### src/rtl/core/rmvg_pkg.sv
package rmvg_pkg;

    localparam int MAX_COPIES  = 256;
    localparam int MAX_PROFILE = 256;
    localparam int COORD_WIDTH = 16;
    localparam int CFG_WIDTH   = 9;

    localparam int CORDIC_STEPS      = 16;
    localparam int CORDIC_WIDTH      = 32;
    localparam int DIV_DEN_WIDTH     = 8;
    localparam int DIV_DVD_WIDTH     = 40;
    localparam int DIV_BITS_PER_CELL = 4;
    localparam int DIV_CELLS         = DIV_DVD_WIDTH / DIV_BITS_PER_CELL;
    localparam int PROD_WIDTH        = COORD_WIDTH + CORDIC_WIDTH + 1;
    localparam int SUM_W             = PROD_WIDTH + 1;
    localparam int RND_W             = SUM_W - 30;

    localparam logic signed [CORDIC_WIDTH-1:0] CORDIC_GAIN = 32'sd652032874;

    // Configuration register indexes.
    localparam logic CFG_NUM_COPIES  = 1'b0;
    localparam logic CFG_PROFILE_LEN = 1'b1;

    typedef struct packed {
        logic        [7:0]             copy_index;
        logic        [7:0]             point_index;
        logic signed [COORD_WIDTH-1:0] profile_x;
        logic signed [COORD_WIDTH-1:0] profile_y;
        logic signed [COORD_WIDTH-1:0] profile_z;
    } t_req;

    typedef struct packed {
        logic signed [COORD_WIDTH-1:0] rot_x;
        logic signed [COORD_WIDTH-1:0] rot_y;
        logic signed [COORD_WIDTH-1:0] rot_z;
        logic        [15:0]            vertex_index;
        logic                          quad_valid;
        logic        [15:0]            next_copy_index;
        logic        [15:0]            next_copy_up_index;
        logic        [15:0]            up_index;
    } t_rsp;

    // Data that rides along with a request through the whole pipeline.
    typedef struct packed {
        t_rsp                          rsp;
        logic signed [COORD_WIDTH-1:0] px;
        logic signed [COORD_WIDTH-1:0] pz;
        logic                          no_rot;
        logic        [1:0]             quad;
    } t_side;

    typedef struct packed {
        logic [DIV_DEN_WIDTH-1:0] den;
        logic [DIV_DEN_WIDTH-1:0] rem;
        logic [DIV_DVD_WIDTH-1:0] dvd;
    } t_div;

    typedef struct packed {
        logic signed [CORDIC_WIDTH-1:0] x;
        logic signed [CORDIC_WIDTH-1:0] y;
        logic signed [CORDIC_WIDTH-1:0] z;
    } t_cord;

    // atan(2^-i) in units of 2^-32 turn.
    function automatic logic signed [CORDIC_WIDTH-1:0] rmvg_atan(input logic [3:0] idx);
        logic signed [CORDIC_WIDTH-1:0] a;
        unique case (idx)
            4'd0:    a = 32'sh20000000;
            4'd1:    a = 32'sh12E4051E;
            4'd2:    a = 32'sh09FB385B;
            4'd3:    a = 32'sh051111D4;
            4'd4:    a = 32'sh028B0D43;
            4'd5:    a = 32'sh0145D7E1;
            4'd6:    a = 32'sh00A2F61E;
            4'd7:    a = 32'sh00517C55;
            4'd8:    a = 32'sh0028BE53;
            4'd9:    a = 32'sh00145F2F;
            4'd10:   a = 32'sh000A2F98;
            4'd11:   a = 32'sh000517CC;
            4'd12:   a = 32'sh00028BE6;
            4'd13:   a = 32'sh000145F3;
            4'd14:   a = 32'sh0000A2FA;
            default: a = 32'sh0000517D;
        endcase
        return a;
    endfunction

endpackage

### src/rtl/core/rmvg_cordic_cell.sv
module rmvg_cordic_cell
    import rmvg_pkg::*;
(
    input  logic       i_clk,
    input  logic       i_rst_n,
    input  logic       i_en,
    input  logic [3:0] i_stage,
    input  logic       i_valid,
    input  t_cord      i_cord,
    input  t_side      i_side,
    output logic       o_valid,
    output t_cord      o_cord,
    output t_side      o_side
);

    logic                           r_valid;
    t_cord                          r_cord;
    t_side                          r_side;
    t_cord                          n_cord;
    logic signed [CORDIC_WIDTH-1:0] w_dx;
    logic signed [CORDIC_WIDTH-1:0] w_dy;
    logic signed [CORDIC_WIDTH-1:0] w_atan;

    assign w_dx   = i_cord.y >>> i_stage;
    assign w_dy   = i_cord.x >>> i_stage;
    assign w_atan = rmvg_atan(i_stage);

    always_comb begin
        if (i_cord.z >= 0) begin
            n_cord.x = i_cord.x - w_dx;
            n_cord.y = i_cord.y + w_dy;
            n_cord.z = i_cord.z - w_atan;
        end else begin
            n_cord.x = i_cord.x + w_dx;
            n_cord.y = i_cord.y - w_dy;
            n_cord.z = i_cord.z + w_atan;
        end
    end

    always_ff @(posedge i_clk) begin
        if (!i_rst_n) begin
            r_valid <= 1'b0;
        end else if (i_en) begin
            r_valid <= i_valid;
        end
    end

    always_ff @(posedge i_clk) begin
        if (i_en) begin
            r_cord <= n_cord;
            r_side <= i_side;
        end
    end

    assign o_valid = r_valid;
    assign o_cord  = r_cord;
    assign o_side  = r_side;

endmodule

### config.mk
export PLATFORM = sky130hd
export DESIGN_NAME = rmvg_cordic_cell
export DESIGN_NICKNAME = d
export VERILOG_FILES = /design/src/rtl/core/rmvg_pkg.sv /design/src/rtl/core/rmvg_cordic_cell.sv
export SDC_FILE = /design/constraint.sdc
export NUM_CORES = 1
export LEC_CHECK = 0
export ABC_AREA = 0
export BUFFER_PORTS_ARGS = -buffer_cell sky130_fd_sc_hd__buf_4
export CORE_AREA = 4 4 194 196
export DETAILED_ROUTE_END_ITERATION = 7
export DIE_AREA = 0 0 198 200
export MAX_ROUTING_LAYER = met4
export PLACE_DENSITY = 0.79
export RECOVER_POWER = 25
export SLEW_MARGIN = 30
export SYNTH_ARGS = -nofsm -noshare
export SYNTH_HDL_FRONTEND = slang
export SYNTH_SLANG_ARGS = --single-unit
### constraint.sdc
create_clock -name i_clk -period 16.7 [get_ports i_clk]
set_clock_uncertainty 0.15 [all_clocks]
set_input_delay 5.01 -clock i_clk [delete_from_list [all_inputs] [get_ports i_clk]]
set_output_delay 5.01 -clock i_clk [all_outputs]
set_load 0.01 [all_outputs]
## Word level (Yosys, flattened, before mapping)

Memories as Yosys holds them, arrays and structs flattened.
Cells that the tools add are included.

| word-level totals | value |
|---|---|
| register bits after elaboration | 245 |
| bits in read-only memories | 480 |
| output and inout bits | 245 |
| logic and storage cells | 27 |
| memories | 1 |

Memories:

| memory | words | bits a word | read ports | clocked after memory_dff | wr ports | RTL line | text |
|---|---|---|---|---|---|---|---|
| (name not given) | 16 | 30 | 1 | 0 | 0 | rmvg_pkg.sv:67 | `unique case (idx)` |

| cells by class | value |
|---|---|
| add/sub/neg operators | 6 |
| magnitude comparators | 1 |
| shifts and indexed selects | 2 |
| multiplexer cells | 1 |

Operator list:

| operator | count |
|---|---|
| $add A32 B32 Y32 | 3 |
| $mux W96 | 1 |
| $sub A32 B32 Y32 | 3 |
| $sshr A32 B4 Y32 | 2 |
| $ge A32 B1 Y1 const B | 1 |

## Longest topological paths before layout

| depth | value |
|---|---|
| depth in word-level cells | 3 |
| mapped depth | 27 |
| mapped depth without buffers | 21 |

## Least setup slack after synthesis

OpenSTA, ideal clock, no wires.

| timing | value |
|---|---|
| kind | input-to-reg |
| from | input i_stage[1] |
| to | register r_cord (netlist bit o_cord[28]) (data pin) |
| setup time | 261 ps |
| arrival time | 11558 ps |
| data required time | 16289 ps |
| slack | 4731 ps |
| stages on the path | 24 |
| cells stage by stage | inv_1 -> buf_1 -> clkbuf_1 -> clkbuf_1 -> buf_1 -> clkbuf_1 -> ha_1 -> inv_1 -> mux4_2 -> nor3_1 -> or4b_2 -> or2_2 -> nand2_1 -> xor2_1 -> ha_1 -> and3_1 -> and2_1 -> o21ai_0 -> a211oi_1 -> a211oi_1 -> o21ai_0 -> a221oi_1 -> nor4b_1 -> a311o_1 |

RTL lines:

| item | RTL line | text |
|---|---|---|
| from (decl) | rmvg_cordic_cell.sv:7 | `input logic [3:0] i_stage,` |
| to (signal assigned) | rmvg_cordic_cell.sv:50 | `r_cord <= n_cord;` |
| to (decl) | rmvg_cordic_cell.sv:17 | `t_cord r_cord;` |

==> summary.md <==
| Metric | Value |
|---|---|
| Status | finished with violations |
| Failing checks | capacitance limit, slew limit |
| Largest net degree at the start of global routing | 129 |
| Total global-route track usage | 31.0% |
| CTS tree | yes |
| Fin. Hold Viols | 0 |
| CTS Sinks | 245 |
| First-pass GRT wire length | 92,800 um |
| Cts hold-fix bufs | 0 |
| Drt total wl | 62,600 um |
| Synth async-reset ratio | 0% |
| Worst Path Buf+Inv | 2 |
| Hold WC Path Type | register to register |
| Residual DRC | 0 |
| Area delta synth->final | 26.2% |
| I/O Pins | 497 |
| FP Rows | 70 |
| Most used flip-flop cell after synthesis | edfxtp_1 |
| # setup viols final | 0 |
| Num CTS Buffers | 28 |
| Maximum clock frequency | 0.0889 GHz |
| Unrepaired setup endpoints after global routing | false |
| Most frequent cells in the layout | buf_4, edfxtp_1, nand2_1, clkbuf_4, nor2_1 |
| CP cell instances | buf_4 > inv_1 > ha_1 > nor3b_1 > a21oi_1 > o21ai_0 > ha_1 > nand2_1 > or4b_2 > or2_2 > nand2_1 > xor2_1 > ha_1 > and3_1 > and2_1 > o21ai_0 > a211oi_1 > a211oi_1 > o21ai_0 > a221oi_1 > nor4b_1 > a311o_1 |
| Power density over cell area | 101 nW/um^2 |
| Via count | 16,300 |
| Hold_sp | o_valid |
| Slowest CP cell | or4b_2 |
| I/O Buffers | 496 |
| Synthesized cell area | 18,600 um^2 |
| GPL Wtd Cong | 0.952 |
| Worst EP required | 16.86 ns |
| WL per Instance | 23.3 um |
| Total Neg Setup Slack | 0 ns |
| Library cells used by synthesis | 87 |
| Post-route ant nets | 0 |
| Minimum clock period | 11.25 ns |
| Die Ht | 200 um |
| Grt ovf | 0 |
| Die Area | 39,600 um^2 |
| Clock Tree Buf Depth | 3 |
| Seq cells post-synth | 245 |
| Clock-pin slew on the worst setup and hold paths | 0.06 ns |
| Die width | 198 um |
| CORE AREA | 36,100 um^2 |
| Worst vdd ir | 0.118 mV |
| CP max stage delay | 0.68 ns |
| Fill count | 2,876 |
| Final HPWL from detailed placement | 48,700 um |
| Syn_nets | 2,105 |
| Vias in the first global route | 16,100 |
| Crit share post-route | 67.4% |
| Initial Utilization | 51.4% |
| Initial antenna violation count | 13 |
| Share of cells above drive strength 1 | 28.6% |
| Total Power | 2.37 mW |
| Crit path DAT | 11.41 ns |
| Slew Viols, Final | 131 |
| Post_cts resized | 0 |
| Fin area | 23,400 um^2 |
| Max Cap Violations | 2 |
| Syn avg cell area | 10.7 um^2 |
| Type of destination of the critical path | register |
| H-Tree Level Count | 1 |
| CP Max Fanout | 42 |
| Worst Setup SP | i_stage[0] |
| Drt first pass iters | 5 |
| Slew HR | -241% |
| Cells after DPL | 2,630 |
| Startpoint types | primary input |
| WS Path Type | primary input to register |
| Post-route non-filler standard cell count | 2,687 |
| Leak | 9.74 nW |
| Seq/Total Area, Yosys | 39.6% |
| Delay-heaviest family, CP | compound AO/OA/AOI/OAI gates |
| Initial DRC count | 1,567 |
| Number of synthesized flops with an enable pin | 244 |
| YS warnings | 0 |
| Least-Margin Pin Slew | 5.12 ns |
| Gate Count Post-Synth | 1,739 |
| Critical R2R Launch | o_valid |
| # nets final | 2,559 |
| Commonest non-fill, non-tap cell in the layout | buf_4 |
| Routed vias/inst | 6.08 |
| Placed standard-cell area | 22,500 um^2 |
| Clk_lat worst skew | 0.56 ns |
| Root Buffer | clkbuf_16 |
| Buffer count from post-CTS setup fixing | 0 |
==> registers in the layout (all words and copies together), names as in the netlist <==
name,count
o_side,148
o_cord,96
o_valid,1
==> tightest hold or removal path: cells and delay by family, from the launching register on <==
kind             cells  cell delay, ns
DFF                  1            0.32
muxes                1            0.12
and+or+nand+nor      1            0.06
==> synth_stat cells, drive strengths merged (16+ instances only) <==
| cell type | n | area [um^2] |
|---|---|---|
| a21o | 43 | 323 |
| a21oi | 120 | 601 |
| a31oi | 24 | 150 |
| buf | 42 | 275 |
| clkbuf | 42 | 158 |
| edfxtp | 244 | 7330 |
| ha | 111 | 1390 |
| inv | 48 | 180 |
| mux2 | 23 | 259 |
| mux2i | 67 | 674 |
| mux4 | 69 | 1630 |
| nand2 | 153 | 574 |
| nand2b | 26 | 163 |
| nand3 | 30 | 150 |
| nand4 | 16 | 106 |
| nor2 | 125 | 469 |
| nor2b | 18 | 113 |
| nor3 | 41 | 205 |
| o21a | 17 | 128 |
| o21ai | 114 | 582 |
| o31ai | 18 | 140 |
| xnor2 | 99 | 867 |
| xor2 | 66 | 578 |
==> layout make-up <==
type	instances	area (um^2)	area share (%)
clock buffer	32	737	3.15
timing repair buffer	508	3750	16.0
multi-input combinational	1361	10600	45.2
sequential	245	7350	31.4
antenna	4	10.0	0.0427
tap	468	586	2.50
clock inverter	20	211	0.903
inverter	49	184	0.785
==> worst paths after layout <==
path / cells after the start / endpoint / slack (ns)
worst max register to register: 2 / o_valid / 15.93
worst min-delay path: 2 / o_valid / 0.40
worst min register to register: 2 / o_valid / 0.40
worst max-delay path: 22 / o_cord[28] / 5.45
==> layer usage <==
metal | vias up | share of wire, % | GRT usage (%)
met5 | - | 0 | -
met3 | 172 | 10 | 6.16
li1 | 7552 | - | -
met4 | 0 | 4.7 | 12.3
met1 | 7798 | 38 | 38.6
met2 | 827 | 47 | 50.1
==> cells by family (layout without fill, tap and decap cells) <==
family	Yosys count	after routing	synth area share, %
XOR/XNOR	165	165	7.79
AO/OA/AOI/OAI	452	452	15.7
multiplexers	159	159	13.8
AND/OR/NAND/NOR	471	471	12.0
buffers and inverters	133	609	3.32
other	0	4	0
flip-flops	245	245	39.6
adder cells (fa/ha/maj)	114	114	7.81
==> where the power goes <==
group	leakage [nW]	internal [mW]	switching (mW)
Sequential	2.40	0.810	0.0290
Clock	0.470	0.379	0.249
Combinational	6.88	0.407	0.492
==> per-stage QoR <==
stage | hold WS [ns] | utilization, % | setup WS, ns
final | 0.399 | 64.9 | 5.45
after detailed placement | 0.393 | 62.4 | 4.85
after floorplan | 0.388 | - | 4.73
after global routing | 0.443 | 64.9 | 4.96
after global placement | 0.353 | 62.4 | 5.06
after CTS | 0.401 | 65.0 | 5.37
Note: power is estimated with default switching activity, not from simulation.
