### config.mk
export PLATFORM = sky130hd
export DESIGN_NAME = rmvg_div_cell
export DESIGN_NICKNAME = d
export VERILOG_FILES = /design/src/rtl/core/rmvg_pkg.sv /design/src/rtl/core/rmvg_div_cell.sv
export SDC_FILE = /design/constraint.sdc
export NUM_CORES = 1
export LEC_CHECK = 0
export BUFFER_PORTS_ARGS = -buffer_cell sky130_fd_sc_hd__buf_2
export CORE_AREA = 10 10 154 156
export DETAILED_ROUTE_END_ITERATION = 8
export DIE_AREA = 0 0 164 166
export GPL_ROUTABILITY_DRIVEN = 0
export HOLD_SLACK_MARGIN = 0.1
export PLACE_DENSITY = 0.7
export SETUP_SLACK_MARGIN = 0.2
export SYNTH_ARGS = -nofsm -noshare
export SYNTH_HDL_FRONTEND = slang
export SYNTH_SLANG_ARGS = --single-unit
### constraint.sdc
create_clock -name i_clk -period 12.05 [get_ports i_clk]
set_input_delay 0.6025 -clock i_clk [delete_from_list [all_inputs] [get_ports i_clk]]
set_output_delay 0.6025 -clock i_clk [all_outputs]
set_load 0.05 [all_outputs]
### src/rtl/core/rmvg_pkg.sv
package rmvg_pkg;

    localparam int MAX_COPIES  = 256;
    localparam int MAX_PROFILE = 256;
    localparam int COORD_WIDTH = 16;
    localparam int CFG_WIDTH   = 9;

    localparam int CORDIC_STEPS      = 16;
    localparam int CORDIC_WIDTH      = 32;
    localparam int DIV_DEN_WIDTH     = 8;
    localparam int DIV_DVD_WIDTH     = 40;
    localparam int DIV_BITS_PER_CELL = 4;
    localparam int DIV_CELLS         = DIV_DVD_WIDTH / DIV_BITS_PER_CELL;
    localparam int PROD_WIDTH        = COORD_WIDTH + CORDIC_WIDTH + 1;
    localparam int SUM_W             = PROD_WIDTH + 1;
    localparam int RND_W             = SUM_W - 30;

    localparam logic signed [CORDIC_WIDTH-1:0] CORDIC_GAIN = 32'sd652032874;

    // Configuration register indexes.
    localparam logic CFG_NUM_COPIES  = 1'b0;
    localparam logic CFG_PROFILE_LEN = 1'b1;

    typedef struct packed {
        logic        [7:0]             copy_index;
        logic        [7:0]             point_index;
        logic signed [COORD_WIDTH-1:0] profile_x;
        logic signed [COORD_WIDTH-1:0] profile_y;
        logic signed [COORD_WIDTH-1:0] profile_z;
    } t_req;

    typedef struct packed {
        logic signed [COORD_WIDTH-1:0] rot_x;
        logic signed [COORD_WIDTH-1:0] rot_y;
        logic signed [COORD_WIDTH-1:0] rot_z;
        logic        [15:0]            vertex_index;
        logic                          quad_valid;
        logic        [15:0]            next_copy_index;
        logic        [15:0]            next_copy_up_index;
        logic        [15:0]            up_index;
    } t_rsp;

    // Data that rides along with a request through the whole pipeline.
    typedef struct packed {
        t_rsp                          rsp;
        logic signed [COORD_WIDTH-1:0] px;
        logic signed [COORD_WIDTH-1:0] pz;
        logic                          no_rot;
        logic        [1:0]             quad;
    } t_side;

    typedef struct packed {
        logic [DIV_DEN_WIDTH-1:0] den;
        logic [DIV_DEN_WIDTH-1:0] rem;
        logic [DIV_DVD_WIDTH-1:0] dvd;
    } t_div;

    typedef struct packed {
        logic signed [CORDIC_WIDTH-1:0] x;
        logic signed [CORDIC_WIDTH-1:0] y;
        logic signed [CORDIC_WIDTH-1:0] z;
    } t_cord;

    // atan(2^-i) in units of 2^-32 turn.
    function automatic logic signed [CORDIC_WIDTH-1:0] rmvg_atan(input logic [3:0] idx);
        logic signed [CORDIC_WIDTH-1:0] a;
        unique case (idx)
            4'd0:    a = 32'sh20000000;
            4'd1:    a = 32'sh12E4051E;
            4'd2:    a = 32'sh09FB385B;
            4'd3:    a = 32'sh051111D4;
            4'd4:    a = 32'sh028B0D43;
            4'd5:    a = 32'sh0145D7E1;
            4'd6:    a = 32'sh00A2F61E;
            4'd7:    a = 32'sh00517C55;
            4'd8:    a = 32'sh0028BE53;
            4'd9:    a = 32'sh00145F2F;
            4'd10:   a = 32'sh000A2F98;
            4'd11:   a = 32'sh000517CC;
            4'd12:   a = 32'sh00028BE6;
            4'd13:   a = 32'sh000145F3;
            4'd14:   a = 32'sh0000A2FA;
            default: a = 32'sh0000517D;
        endcase
        return a;
    endfunction

endpackage

### src/rtl/core/rmvg_div_cell.sv
module rmvg_div_cell
    import rmvg_pkg::*;
(
    input  logic  i_clk,
    input  logic  i_rst_n,
    input  logic  i_en,
    input  logic  i_valid,
    input  t_div  i_div,
    input  t_side i_side,
    output logic  o_valid,
    output t_div  o_div,
    output t_side o_side
);

    logic                   r_valid;
    t_div                   r_div;
    t_side                  r_side;
    t_div                   n_div;
    logic [DIV_DEN_WIDTH:0] w_trial;

    // Restoring division, a few quotient bits per cell; quotient bits
    // shift in at the bottom of the dividend register.
    always_comb begin
        n_div   = i_div;
        w_trial = '0;
        for (int k = 0; k < DIV_BITS_PER_CELL; k++) begin
            w_trial = {n_div.rem, n_div.dvd[DIV_DVD_WIDTH-1]};
            if (w_trial >= {1'b0, n_div.den}) begin
                n_div.rem = DIV_DEN_WIDTH'(w_trial - {1'b0, n_div.den});
                n_div.dvd = {n_div.dvd[DIV_DVD_WIDTH-2:0], 1'b1};
            end else begin
                n_div.rem = DIV_DEN_WIDTH'(w_trial);
                n_div.dvd = {n_div.dvd[DIV_DVD_WIDTH-2:0], 1'b0};
            end
        end
    end

    always_ff @(posedge i_clk) begin
        if (!i_rst_n) begin
            r_valid <= 1'b0;
        end else if (i_en) begin
            r_valid <= i_valid;
        end
    end

    always_ff @(posedge i_clk) begin
        if (i_en) begin
            r_div  <= n_div;
            r_side <= i_side;
        end
    end

    assign o_valid = r_valid;
    assign o_div   = r_div;
    assign o_side  = r_side;

endmodule

Word-level counts from Yosys, hierarchy flattened
Index checks and enable logic that the tools add are counted.
{ "totals": {"ff_bits": 205, "inputBits": 208, "out_inout_bits": 205, "elab_cells": 28} }
{ "classes": {"n_addsub": 4, "magnitude_cmp": 4, "muxes": 4} }
{ "op_table": {"columns": ["cell", "count"], "rows": [
  ["$mux 48", 4],
  ["$ge 9x8->1", 4],
  ["$sub 8x8->8", 4]
]} }

Longest topological paths before layout
Gate-level depths: netlist of run 1.
{ "depth": {"ltp_word": 8, "depth_mapped": 39, "depth_no_buf": 37} }

Least setup slack after synthesis of run 1
No wires, ideal clock.
{ "synth_timing": {"path_type": "in2reg", "start": "input port i_div[52] (netlist bit)", "end": "register r_div, in the netlist o_div[41], data pin", "setup_time_ns": 0.260, "t_arrival_ns": 7.754, "required_ns": 11.790, "setup_slack_ns": 4.035, "cell_stages": 36, "n_path_buf": 2, "cell_sequence": "inv_1 -> ha_1 -> a21o_1 -> a31o_1 -> o221ai_2 -> and2_2 -> mux2_2 -> ha_1 -> a21oi_1 -> a21oi_1 -> nor3_1 -> o21ai_0 -> a211oi_4 -> buf_2 -> nor2_1 -> a21oi_1 -> inv_1 -> ha_1 -> nor2b_1 -> o21ai_0 -> a21o_1 -> a21oi_1 -> o21ai_0 -> nor2b_1 -> o211ai_2 -> mux2i_1 -> ha_1 -> a21o_1 -> a21o_1 -> a21o_1 -> a21oi_1 -> o21ai_0 -> o21a_1 -> a311o_1 -> buf_6 -> mux2_4"} }
{ "synth_lines": {"columns": ["item", "line", "rtl"], "rows": [
  ["from (decl)", "rmvg_div_cell.sv:8", "input t_div i_div,"],
  ["to (signal assigned)", "rmvg_div_cell.sv:48", "r_div <= n_div;"],
  ["to (decl)", "rmvg_div_cell.sv:16", "t_div r_div;"]
]} }

==> results.sh, run 1 <==
export IMPL_holdPathStages=1
export IMPL_core_mm2=0.0207
export IMPL_hold_buffers=0
export IMPL_leakagePower_nw=4.84
export IMPL_required_ps=12300
export IMPL_final_net_count=1102
export IMPL_place_port_buffers=412
export IMPL_cts_buffers=24
export IMPL_clockRootBuffer="clkbuf_16"
export IMPL_cp_slowest_stage_delay_ps=520
export IMPL_insertion_delay_ps=510
export IMPL_drtIter0Drc=342
export IMPL_grt_first_pass_wirelength_mm=38.3
export IMPL_period_minus_slack_ps=8610
export IMPL_num_rows=53
export IMPL_dr_pass1_iters=4
export IMPL_tns_ps=0
export IMPL_synthTopCellsByCount="edfxtp_1, ha_1, inv_1"
export IMPL_cts_post_setup_buffers_inserted=0
export IMPL_critPathCaptureType="register"
export IMPL_vias=5533
export IMPL_route_detailed_drc=0
export IMPL_power_w=0.00244
export IMPL_worstSetupStartpointType="input port"
export IMPL_synth_edf_count=204
export IMPL_htree_levels=1
export IMPL_syn_inst=420
export IMPL_cts_tree="done"
export IMPL_outcome="completed"
export IMPL_worstMarginPinSlew_ps=777
export IMPL_synth_most_common_cell="edfxtp_1"
export IMPL_p_per_area_mw_per_mm2=221
export IMPL_grt_pass1_vias=5662
export IMPL_dpl_hpwl_mm=22.2
export IMPL_antenna_found_initial=8
export IMPL_ios=413
export IMPL_r2r_cells=2
export IMPL_fmax_mhz=116
export IMPL_cp_max_fo=13
export IMPL_final_max_slew_viol_count=0
export IMPL_ys_seq_elements=205
export IMPL_crit_slowest_cell="a311o_1"
export IMPL_grtUsageTotal_pct=19.0
export IMPL_avgSynthCellArea_um2=18.8
export IMPL_wire_per_inst_um=23.9
export IMPL_die_w_um=164
export IMPL_finalHoldViolations=0
export IMPL_syn_nets=664
export IMPL_relSlewSlack_pct=48.2
export IMPL_post_route_period_util_pct=71.5
export IMPL_syn_cell_area_mm2=0.00788
export IMPL_cp_arrival_ps=8870
export IMPL_initial_core_util_pct=38.1
export IMPL_fin_skew_ps=0
export IMPL_rsz0062_at_grt="no"
export IMPL_drt_total_wl_mm=27.5
export IMPL_post_cts_resized=0
export IMPL_ys_warn_count=0
export IMPL_multi_input_area_mm2=0.00163
export IMPL_synth_area_top_cells="edfxtp_1, ha_1, xnor2_1"
export IMPL_maxCapViolations=0
export IMPL_hold_path_class="in -> reg"
export IMPL_grt_max_degree=97
export IMPL_area_growth_pct=40.1
export IMPL_yosysTopAreaCell="edfxtp_1"
export IMPL_seqCellArea_mm2=0.00615
export IMPL_synth_top_area_share_pct=77.8
export IMPL_ys_seq_area_share_pct=78.0
export IMPL_die_area_mm2=0.0272
export IMPL_cts_sinks=205
export IMPL_clkTransAtPathRegs_ps=60
export IMPL_drive_gt1_share_pct=53.9
export IMPL_finalSetupViolations=0
export IMPL_clockBufferDepth=3
export IMPL_synth_cell_types=44
export IMPL_synthArstFlopShare_pct=0
export IMPL_via_per_inst=4.81
export IMPL_n_fill_cell=1754
export IMPL_ant_nets=0
export IMPL_gr_total_overflow=0
export IMPL_synth_flop_cell="edfxtp_1"
export IMPL_die_y_um=166
export IMPL_vdd_drop_max_mv=0.146
export IMPL_crit_type="in -> reg"
worst max-delay path, delay by kind of cell:
| kind | cells | cell delay [ps] |
|---|---|---|
| AO/OA/AOI/OAI | 19 | 4750 |
| adder cells (fa/ha/maj) | 4 | 1240 |
| AND/OR/NAND/NOR | 6 | 1040 |
| multiplexers | 2 | 740 |
| buffers and inverters | 5 | 510 |
state kept, by name (all words and copies together), names as in the netlist:
| name | cells |
|---|---|
| o_div | 56 |
| o_valid | 1 |
| o_side | 148 |
logic make-up (layout without fill, tap and decap cells):
kind of cell	Yosys count	in the layout	synth area share, %
AOI/OAI and AO/OA	67	67	5.94
xor gates and xnor gates	18	18	2.00
adders and majority gates	36	36	6.10
buffers and inverters	24	479	1.25
DFF	205	205	78.0
muxes	24	24	3.76
other	0	1	0
and+or+nand+nor	46	46	2.92
power by group:
| part | internal, W | leakage [nW] | switching (W) |
|---|---|---|---|
| combinational | 0.000309 | 2.48 | 0.000542 |
| sequential | 0.000884 | 2.01 | 0.0000186 |
| clock | 0.000408 | 0.359 | 0.000279 |
path summary, 6_finish.rpt:
kind,endpoint,slack [ps],from
hold reg to reg,o_valid$_SDFFE_PN0P_,520,o_valid$_SDFFE_PN0P_
setup reg to reg,o_valid$_SDFFE_PN0P_,11460,o_valid$_SDFFE_PN0P_
hold / removal,o_div[7]$_DFFE_PP_,260,i_div[3]
setup / recovery,o_div[44]$_DFFE_PP_,3440,i_div[54]
placed cells by master (no fill, tap or decap), drive strengths merged, types with 5 or more instances in the layout:
cell type / netlist / final
ha: 32 / 32
inv: 22 / 22
clkinv: 0 / 10
nand2: 7 / 7
a21o: 11 / 11
xnor2: 14 / 14
clkbuf: 0 / 31
edfxtp: 204 / 204
nand4: 5 / 5
nor2: 16 / 16
a21oi: 19 / 19
mux2: 18 / 18
mux2i: 6 / 6
a211oi: 6 / 6
o21ai: 16 / 16
buf: 2 / 413
per-layer routing:
layer,part of all wire [%],global-route usage [%]
met1,33,18.9
met2,54,35.4
met3,10,7.39
met4,3.1,5.64
met5,0.37,0
cell type report:
cell class | count | share of cell area [%]
diodes | 1 | 0.0227
inverters | 22 | 0.748
flip-flops and latches | 205 | 55.7
multi-input cells | 191 | 14.8
clock inverters | 13 | 1.10
clock buffers | 30 | 5.64
repair buffers | 414 | 18.9
well taps | 275 | 3.12
per-stage QoR:
step	std cells	util, %	area (um2)	hold slack, ps	setup slack [ps]
after floorplan	420	-	7880	701	4040
after global placement	1107	49.7	10300	493	3230
after detailed placement	1107	49.7	10300	513	2930
after CTS	1150	53.3	11000	234	3470
after global routing	1151	53.4	11000	234	2620
final	1151	53.4	11000	257	3440
Power figures use the tool's default switching activity.
==> run 2, diff against run 1 <==
--- a/config.mk
+++ b/config.mk
@@ -5,13 +5,14 @@
 export SDC_FILE = /design/constraint.sdc
 export NUM_CORES = 1
 export LEC_CHECK = 0
+export ABC_AREA = 1
 export BUFFER_PORTS_ARGS = -buffer_cell sky130_fd_sc_hd__buf_2
-export CORE_AREA = 10 10 154 156
+export CORE_AREA = 10 10 153 155
 export DETAILED_ROUTE_END_ITERATION = 8
-export DIE_AREA = 0 0 164 166
+export DIE_AREA = 0 0 163 165
 export GPL_ROUTABILITY_DRIVEN = 0
 export HOLD_SLACK_MARGIN = 0.1
-export PLACE_DENSITY = 0.7
+export PLACE_DENSITY = 0.72
 export SETUP_SLACK_MARGIN = 0.2
 export SYNTH_ARGS = -nofsm -noshare
 export SYNTH_HDL_FRONTEND = slang
==> constraint.sdc (replaced) <==
create_clock -name i_clk -period 8.5 [get_ports i_clk]
set_input_delay 0.425 -clock i_clk [delete_from_list [all_inputs] [get_ports i_clk]]
set_output_delay 0.425 -clock i_clk [all_outputs]
set_load 0.05 [all_outputs]
==> results.sh, run 2 <==
export IMPL_syn_inst=543
export IMPL_largest_register_ffs=148
export IMPL_ys_seq_area_share_pct=75.5
export IMPL_final_max_slew_viol_count=0
export IMPL_synth_edf_count=204
export IMPL_relSlewSlack_pct=26.5
export IMPL_leakagePower_nw=5.90
export IMPL_maxCapViolations=0
export IMPL_synth_most_common_cell="edfxtp_1"
export IMPL_grt_first_pass_wirelength_mm=46.4
export IMPL_period_minus_slack_ps=6430
export IMPL_crit_type="in -> reg"
export IMPL_area_growth_pct=59.5
export IMPL_worstSetupStartpointType="input port"
export IMPL_crit_slowest_cell="nand4_1"
export IMPL_clockRootBuffer="clkbuf_16"
export IMPL_fmax_mhz=156
export IMPL_synth_area_top_cells="edfxtp_1, ha_1, nand2_1"
export IMPL_syn_nets=787
export IMPL_grt_max_degree=123
export IMPL_clkTransAtPathRegs_ps=60
export IMPL_cts_sinks=205
export IMPL_wl_met3_mm=2.82
export IMPL_wl_met1_mm=11.4
export IMPL_placed_cell_area_mm2=0.0105
export IMPL_synthTopCellsByCount="edfxtp_1, nand2_1, inv_1"
export IMPL_cp_slowest_stage_delay_ps=430
export IMPL_cts_post_setup_buffers_inserted=0
export IMPL_ios=413
export IMPL_ys_warn_count=0
export IMPL_layoutNonFillerInstCount=1436
export IMPL_cts_tree="done"
export IMPL_final_net_count=1394
export IMPL_initial_core_util_pct=40.4
export IMPL_clockBufferDepth=3
export IMPL_cp_arrival_ps=6680
export IMPL_synth_cell_types=34
export IMPL_die_area_mm2=0.0269
export IMPL_ys_seq_elements=205
export IMPL_grt_pass1_vias=7131
export IMPL_r2r_cells=2
export IMPL_p_per_area_mw_per_mm2=280
export IMPL_required_ps=8750
export IMPL_die_w_um=163
export IMPL_dpl_hpwl_mm=22.9
export IMPL_syn_cell_area_mm2=0.00814
export IMPL_antenna_found_initial=1
export IMPL_worstMarginPinSlew_ps=1100
export IMPL_gr_total_overflow=0
export IMPL_yosysTopAreaCell="edfxtp_1"
export IMPL_drtIter0Drc=637
export IMPL_finalHoldViolations=0
export IMPL_num_rows=52
export IMPL_hold_buffers=170
export IMPL_post_cts_resized=0
export IMPL_stdcell_area_mm2=0.0130
export IMPL_placedCellCount=1223
export IMPL_avgSynthCellArea_um2=15.0
export IMPL_htree_levels=1
export IMPL_top_layer="met5"
export IMPL_whs_ps=116
export IMPL_post_route_period_util_pct=75.6
export IMPL_grtUsageTotal_pct=23.1
export IMPL_drt_total_wl_mm=32.7
export IMPL_rsz0062_at_grt="no"
export IMPL_ant_nets=0
export IMPL_n_fill_cell=1500
export IMPL_finalSetupViolations=0
export IMPL_final_common_cell="buf_2"
export IMPL_tns_ps=0
export IMPL_insertion_delay_ps=500
export IMPL_hold_path_class="in -> reg"
export IMPL_vias=6889
export IMPL_synth_top_area_share_pct=75.3
export IMPL_vdd_drop_max_mv=0.181
export IMPL_synth_flop_cell="edfxtp_1"
export IMPL_route_detailed_drc=0
export IMPL_cts_buffers=23
export IMPL_wl_met2_mm=17.4
export IMPL_holdPathStages=1
export IMPL_fin_skew_ps=0
export IMPL_critPathCaptureType="register"
export IMPL_die_y_um=165
export IMPL_cp_max_fo=15
export IMPL_core_mm2=0.0202
export IMPL_layout_common_cells="buf_2, edfxtp_1, dlygate4sd3_1, nand2_1, inv_1"
export IMPL_crit_top_cell="nand2_1"
export IMPL_via_per_inst=4.80
export IMPL_diodes=0
export IMPL_place_port_buffers=412
export IMPL_wire_per_inst_um=22.8
export IMPL_dr_pass1_iters=5
export IMPL_drive_gt1_share_pct=40.8
export IMPL_outcome="completed"
export IMPL_synthArstFlopShare_pct=0
[run 2: cell types whose count changed after synthesis, sizes merged, moves of 11 or more]
cell,delta
nand2,+106
inv,+40
nand3,+19
mux2,-18
nor2,+12
a21o,-11
[run 2: routing by layer]
layer,track usage (%),vias to the layer above
met1,24.7,3325
met3,6.72,65
met4,8.48,2
met2,42.3,362
li1,-,3135
met5,0,-
[run 2: worst paths after layout]
| kind | from | slack, ps | endpoint |
|---|---|---|---|
| worst max-delay path | i_div[53] | 2070 | o_div[46]$_DFFE_PP_ |
| worst min-delay path | i_side[20] | 120 | o_side[20]$_DFFE_PP_ |
| worst max register to register | o_valid$_SDFFE_PN0P_ | 7800 | o_valid$_SDFFE_PN0P_ |
| worst min register to register | o_valid$_SDFFE_PN0P_ | 580 | o_valid$_SDFFE_PN0P_ |
[run 2: cells by family after synthesis]
group	count (synthesis)	synth area share (%)
XOR/XNOR	19	2.04
AND/OR/NAND/NOR	177	10.1
adder cells (fa/ha/maj)	36	5.90
flip-flops	205	75.5
buffers and inverters	65	3.27
AO/OA/AOI/OAI	41	3.17
[run 2: report_power, final]
part	leakage, nW	switching, W	internal [W]
registers	2.01	0.0000298	0.00126
clock network	0.358	0.000394	0.000588
logic	3.54	0.000943	0.000419
[run 2: critical path: cells and delay by family]
kind | cells | cell delay [ps]
AO/OA/AOI/OAI | 8 | 1440
adder cells (fa/ha/maj) | 4 | 1340
buffers and inverters | 5 | 460
AND/OR/NAND/NOR | 24 | 2990
[run 2: final cells by class]
| type | count | area, um2 | area share (%) |
|---|---|---|---|
| Clock buffer | 28 | 594 | 4.58 |
| Inverter | 62 | 233 | 1.79 |
| Sequential cell | 205 | 6150 | 47.3 |
| Timing Repair Buffer | 585 | 3800 | 29.3 |
| Clock inverter | 13 | 144 | 1.11 |
| Multi-Input combinational cell | 273 | 1730 | 13.3 |
| Tap cell | 270 | 338 | 2.60 |
[run 2: metrics by stage]
stage | utilization (%) | setup slack [ps] | total power (W)
2_1_floorplan | - | 2600 | 0.00226
3_3_place_gp | 52.2 | 1910 | 0.00255
3_5_place_dp | 52.2 | 1650 | 0.00258
4_1_cts | 64.3 | 2140 | 0.00363
5_1_grt | 64.4 | 1500 | 0.00381
6_report | 64.4 | 2070 | 0.00363
==> run 3, diff against run 2 <==
==> constraint.sdc (replaced) <==
create_clock -name i_clk -period 6.07 [get_ports i_clk]
set_input_delay 0.3035 -clock i_clk [delete_from_list [all_inputs] [get_ports i_clk]]
set_output_delay 0.3035 -clock i_clk [all_outputs]
set_load 0.05 [all_outputs]
==> results.sh, run 3 (synthesis results as in run 2) <==
export IMPL_largest_register_ffs=148
export IMPL_clockRootBuffer="clkbuf_16"
export IMPL_finalHoldViolations=0
export IMPL_die_w_um=163
export IMPL_dr_pass1_iters=5
export IMPL_vdd_drop_max_mv=0.191
export IMPL_grt_max_degree=86
export IMPL_final_max_slew_viol_count=0
export IMPL_drtIter0Drc=571
export IMPL_cp_arrival_ps=5780
export IMPL_dpl_hpwl_mm=23.0
export IMPL_core_mm2=0.0202
export IMPL_finalSetupViolations=0
export IMPL_layout_common_cells="buf_2, edfxtp_1, dlygate4sd3_1, nand2_1, inv_1"
export IMPL_via_per_inst=4.79
export IMPL_place_port_buffers=412
export IMPL_post_route_period_util_pct=91.2
export IMPL_fin_skew_ps=0
export IMPL_maxCapViolations=0
export IMPL_crit_slowest_cell="ha_1"
export IMPL_fmax_mhz=181
export IMPL_grt_pass1_vias=7368
export IMPL_ant_nets=0
export IMPL_pre_cts_slack_ps=-65.7
export IMPL_wire_per_inst_um=22.7
export IMPL_gr_total_overflow=0
export IMPL_fin_ws_ps=536
export IMPL_cts_buffers=22
export IMPL_area_growth_pct=65.5
export IMPL_final_util_pct=66.8
export IMPL_leakagePower_nw=6.12
export IMPL_crit_top_cell="nand2_1"
export IMPL_required_ps=6310
export IMPL_drt_total_wl_mm=33.6
export IMPL_clkTransAtPathRegs_ps=60
export IMPL_num_rows=52
export IMPL_worstMarginPinSlew_ps=1090
export IMPL_cpLargestDelayFamily="simple AND/OR/NAND/NOR gates"
export IMPL_hold_path_class="in -> reg"
export IMPL_clockBufferDepth=3
export IMPL_critical_path_buf_inv_count=7
export IMPL_p_per_area_mw_per_mm2=386
export IMPL_worstSetupStartpointType="input port"
export IMPL_cts_tree="done"
export IMPL_final_net_count=1442
export IMPL_htree_levels=1
export IMPL_cp_slowest_stage_delay_ps=340
export IMPL_cp_max_fo=15
export IMPL_relSlewSlack_pct=27.3
export IMPL_period_minus_slack_ps=5530
export IMPL_crit_type="in -> reg"
export IMPL_die_area_mm2=0.0269
export IMPL_grtUsageTotal_pct=23.4
export IMPL_antenna_found_initial=3
export IMPL_outcome="completed"
export IMPL_rsz0062_at_grt="no"
export IMPL_die_y_um=165
export IMPL_ios=413
export IMPL_route_detailed_drc=0
export IMPL_critPathCaptureType="register"
export IMPL_vias=7105
export IMPL_final_common_cell="buf_2"
export IMPL_drive_gt1_share_pct=43.1
export IMPL_grt_first_pass_wirelength_mm=47.1
export IMPL_cts_sinks=205
export IMPL_insertion_delay_ps=490
export IMPL_initial_core_util_pct=40.4
## run 3: routing by layer
metal | up-vias | GRT usage, % | share of wire (%)
li1 | 3231 | - | -
met1 | 3444 | 25.2 | 35
met2 | 356 | 42.4 | 53
met3 | 70 | 6.47 | 7.9
met4 | 4 | 10.0 | 3.8
met5 | - | 0 | 0.080
## run 3: metrics by stage
step | area [um2] | setup TNS (ps) | std cells | hold slack (ps) | total power (W)
global route | 13500 | 0 | 1483 | 127 | 0.00547
CTS | 13300 | 0 | 1474 | 109 | 0.00515
global placement | 10700 | 0 | 1244 | 480 | 0.00366
detailed placement | 10700 | -418 | 1244 | 482 | 0.00368
finish | 13500 | 0 | 1483 | 126 | 0.00520
floorplan | 8140 | 0 | 543 | 397 | 0.00316
## run 3: final cells by class
cell class / count / area [um2]
clock inverter: 10 / 130
timing repair buffer: 633 / 4210
clock buffer: 28 / 594
antenna: 1 / 2.50
sequential: 205 / 6150
inverter: 62 / 233
fill: 1446 / 6700
tap: 270 / 338
multi-input combinational: 274 / 1820
## run 3: what timing repair did
item | 4_1_cts | 5_1_grt
hold buffers | 192 | 0
setup buffers | 0 | 7
endpoints found under the setup margin | 0 | 9
endpoints found under the hold margin | 191 | 0
gates resized for setup | 0 | 17
## run 3: power breakdown
| group | internal (W) | total (W) | switching, W |
|---|---|---|---|
| registers | 0.00176 | 0.00181 | 0.0000449 |
| logic | 0.000688 | 0.00203 | 0.00134 |
| clock network | 0.000819 | 0.00136 | 0.000541 |
| total | 0.00327 | 0.00520 | 0.00193 |
## run 3: final timing paths
kind	start	end	slack, ps	depth (start not counted)
setup reg to reg	o_valid$_SDFFE_PN0P_	o_valid$_SDFFE_PN0P_	4820	3
hold / removal	i_div[36]	o_div[40]$_DFFE_PP_	130	3
setup / recovery	i_div[51]	o_div[42]$_DFFE_PP_	540	44
hold reg to reg	o_valid$_SDFFE_PN0P_	o_valid$_SDFFE_PN0P_	1120	3
## run 3: worst reg2reg max path: stages (launching register included)
cell           delay, ps
dfxtp_1              320
o21ai_0              160
a21oi_1               60
dlygate4sd3_1        590
